--- src/rtl/nps_ram.sv ---
// nps_ram: generic simple dual port ram, one write and one registered read port
// no dependencies
module nps_ram #(
	parameter int unsigned WIDTH = 8,
	parameter int unsigned DEPTH = 16
) (
	input  logic                     clk,
	input  logic                     we,
	input  logic [$clog2(DEPTH)-1:0] waddr,
	input  logic [WIDTH-1:0]         wdata,
	input  logic                     re,
	input  logic [$clog2(DEPTH)-1:0] raddr,
	output logic [WIDTH-1:0]         rdata
);

	logic [WIDTH-1:0] mem [DEPTH];

	always_ff @(posedge clk) begin
		if (we)
			mem[waddr] <= wdata;
		if (re)
			rdata <= mem[raddr];
	end

endmodule

--- config.mk ---
export PLATFORM = sky130hd
export DESIGN_NAME = nps_ram
export DESIGN_NICKNAME = d
export VERILOG_FILES = /design/src/rtl/nps_ram.sv
export SDC_FILE = /design/constraint.sdc
export NUM_CORES = 1
export LEC_CHECK = 0
export BUFFER_PORTS_ARGS = -buffer_cell sky130_fd_sc_hd__buf_2
export CAP_MARGIN = 10
export CORE_ASPECT_RATIO = 1.5
export CORE_MARGIN = 2
export CORE_UTILIZATION = 40
export CTS_CLUSTER_DIAMETER = 60
export CTS_CLUSTER_SIZE = 16
export DETAILED_ROUTE_END_ITERATION = 7
export PLACE_DENSITY = 0.63
export SLEW_MARGIN = 5
export SYNTH_ARGS = -nofsm -noshare
export SYNTH_HDL_FRONTEND = slang
export SYNTH_SLANG_ARGS = --single-unit
--- constraint.sdc ---
create_clock -name clk -period 1.9 [get_ports clk]
set_clock_uncertainty 0.05 [all_clocks]
set_input_delay 0.38 -clock clk [delete_from_list [all_inputs] [get_ports clk]]
set_output_delay 0.38 -clock clk [all_outputs]
set_load 0.02 [all_outputs]
* Word level (Yosys, flattened, before mapping)
Memory sizes are Yosys's and may differ from the RTL's. A register that Yosys moved wholly into a read port is not among the register bits. Index checks and enable logic that the tools add are counted.
Word-level totals: register bits 0, RAM bits 128, input bits 19, logic and storage cells 3, memories 1
Memory list:
- mem | words 16, width 8, read ports 1, clocked after memory_dff 1, write ports 1, RTL line 16 | logic [WIDTH-1:0] mem [DEPTH];
Cells by class: muxes and demuxes 2
Operators by type and width (count):
- $mux W1 | 2

* Logic depth before layout (Yosys ltp)
word-level depth 2, gate-level depth with buffers 5, depth with buffers taken out 3

* Least setup slack after synthesis
Ideal clock, no wire load.
path type in2reg, start in waddr[2], end mem mem[0][0], enable pin, library setup time 383 ps, arrival time 1490 ps, required time 1467 ps, path slack -23 ps, stages on the path 2, path buffers 0, path through or3b_2 nor3_1
RTL lines:
- start, declared | RTL line 9 | input logic [$clog2(DEPTH)-1:0] waddr,
- end, declared | RTL line 16
No word-level cell before the write port.

==> results.py <==
metrics = {
    "floorplanning": {
        "core-area_sq_um": 12900,
        "die_area_sq_um": 14000,
        "pin_count": 27,
        "fp.dieW_microns": 97.3,
        "fp.dieH_microns": 144,
        "start_util": 0.406,
        "rows": 51,
    },
    "clock_tree": {
        "cts.sinks": 136,
        "cts_root_buffer": "clkbuf_16",
        "cts_setup_buffers": 0,
        "cts_buffer_depth": 2,
        "cts_tree": "done",
        "clkTransAtPathRegs_ns": 0.06,
        "ctsHtreeMaxLevel": 4,
        "clock_latency_ns": 0.41,
        "cts_hold_buffers": 0,
        "cts_resized": 0,
        "cts_made_buffers": 17,
    },
    "worst_hold_path": {
        "hp-class": "primary input to flop",
    },
    "setup_path": {
        "crit_type": "primary input to flop",
        "cp_max_fo": 7,
        "cp_data_arrival_time_ns": 1.68,
        "critPathCaptureType": "flop",
        "slowest_stage": "mux4_1",
        "path_delay_family": "multiplexers",
        "crit_path_start_kind": "primary input",
        "slowest_delay_ns": 0.57,
        "crit_buf_inv": 2,
        "crit_path_cell_trace": "buf_2, buf_4, mux4_1, a22oi_1, nand2_1",
        "critPathRequiredTime_ns": 2.00,
    },
    "sta": {
        "setup_violations": 0,
        "slew-limit-headroom": 0.748,
        "worst_slew_pin_slew_ns": 0.378,
        "final.setup.tns_ns": 0,
        "fmax_mhz": 632,
        "min_period_ns": 1.58,
        "hold_viol_final": 0,
        "maxSlewViolCount": 0,
        "rsz0062_at_grt": "no",
        "period_share": 0.833,
    },
    "run_status": {
        "status": "completed",
    },
    "yosys": {
        "yosysWarnings": 0,
        "synthCells": 229,
        "synth-seq-cells": 136,
        "avgSynthCellArea_sq_um": 22.8,
        "synth_nets": 248,
        "synth_top_cell_by_area": "edfxtp_1",
        "syn-cell-area_sq_um": 5230,
        "synth.distinct_cells": 18,
        "synth_top_area_frac": 0.781,
        "synth_area_leaders": "edfxtp_1 78%, mux4_2 7.8%, mux4_1 7.0%, a22oi_1 2.3%, nor2_1 0.93%",
        "synth_seq_area_share": 0.781,
    },
    "drt": {
        "antenna_left": 0,
        "drc_errors": 0,
        "dr.pass1.iters": 7,
        "drt-initial-drc-count": 212,
        "routed_via_density": 5.43,
        "vias": 2538,
        "routed_wl_microns": 9950,
        "wl_per_cell_microns": 21.3,
    },
    "placed_design": {
        "dp_cells": 435,
        "portBuffers": 26,
        "gp_congestion": 0.748,
        "hpwl_microns": 6640,
    },
    "pwr": {
        "p_per_area_nw_per_um2": 1110,
        "ir_worst_vdd_v": 0.000679,
        "p_leak_nw": 2.17,
    },
    "cells_and_area": {
        "layout-drive-gt1-share": 0.331,
        "diodes": 0,
        "area.growth.synth_to_final_pct": 21.0,
        "final_cell_count_no_fill": 467,
        "final_nets": 314,
    },
    "grt": {
        "antenna_found_initial": 0,
        "grt_pass1_vias": 2598,
        "overflow": 0,
        "grt_start_max_net_pins": 33,
        "grt_pass1_wl_microns": 15300,
        "grt_use_total": 0.152,
    },
    "job": {
        "cap_violations": 0,
    },
}
-- cell families (layout without fill, tap and decap cells) --
kind of cell           after synthesis  in the layout  synth area share
DFF                                136            136             0.781
and+or+nand+nor                     35             35            0.0314
muxes                               32             32             0.148
AOI/OAI and AO/OA                   16             16            0.0230
buffers and inverters               10             89            0.0165
-- layout by cell type, fill, tap and decap left out, drive strengths merged --
| cell type | instances |
|---|---|
| nand3 | 1 |
| clkinvlp | 1 |
| and2 | 1 |
| a22oi | 16 |
| edfxtp | 136 |
| nand3b | 2 |
| and2b | 1 |
| nor2 | 13 |
| mux4 | 32 |
| or3b | 1 |
| clkbuf | 21 |
| bufinv | 4 |
| nor2b | 1 |
| clkinv | 6 |
| nand2 | 9 |
| nor3 | 4 |
| nand2b | 2 |
| buf | 57 |
-- synth_stat cells --
cell type and number:
a22oi_1 16, and2_1 1, and2b_1 1, buf_2 3, buf_4 1, buf_6 3
clkdlybuf4s25_2 3, edfxtp_1 136, mux4_1 14, mux4_2 18, nand2_1 9, nand2b_1 2
nand3_1 1, nand3b_1 2, nor2_1 13, nor2b_1 1, nor3_1 4, or3b_2 1
-- per-stage QoR --
step	utilization	hold slack, ns	total power [mW]	instance area (sq um)	setup slack, ns
finish	0.491	0.291	7.03	6330	0.317
global route	0.491	0.290	7.23	6330	0.191
CTS	0.491	0.285	7.07	6330	0.294
detailed placement	0.445	0.685	3.80	5730	-0.125
global placement	0.445	0.678	3.79	5730	-0.151
floorplan	-	0.429	3.65	5230	0.188
-- cell type report --
| type | count | area (sq um) |
|---|---|---|
| Clock inverter | 11 | 154 |
| Sequential cell | 136 | 4080 |
| Tap cell | 159 | 199 |
| Multi-Input combinational cell | 83 | 1060 |
| Fill cell | 1057 | 6560 |
| Clock buffer | 21 | 440 |
| Timing Repair Buffer | 57 | 388 |
-- layer usage --
metal	track usage	wire, microns	up-vias
met5	0	0	-
met4	0.0563	175	0
met3	0.0406	419	14
met2	0.271	5420	78
met1	0.176	3940	1332
li1	-	-	1114
-- worst reg2reg max path, stage by stage (launching register included) --
cell      delay, ns
edfxtp_1       0.36
mux4_1         0.51
a22oi_1        0.25
nand2_1        0.11
-- sequential cells by signal (all words and copies together) (netlist names) --
name   cells
mem      128
rdata      8
-- worst paths after layout --
path,startpoint,endpoint,slack [ns],cells after the start
worst max-delay path,raddr[0],rdata[1],0.32,5
worst min-delay path,re,rdata[4],0.29,1
worst max register to register,mem[1][1],rdata[1],0.35,3
worst min register to register,mem[14][4],rdata[4],0.68,3
-- power by group --
group | internal (mW) | leakage (nW) | switching (mW)
Combinational | 0.142 | 0.647 | 0.190
Sequential | 3.38 | 1.24 | 0.0175
Clock | 2.17 | 0.287 | 1.13
Total | 5.70 | 2.17 | 1.33
(Power assumes the default switching activity.)
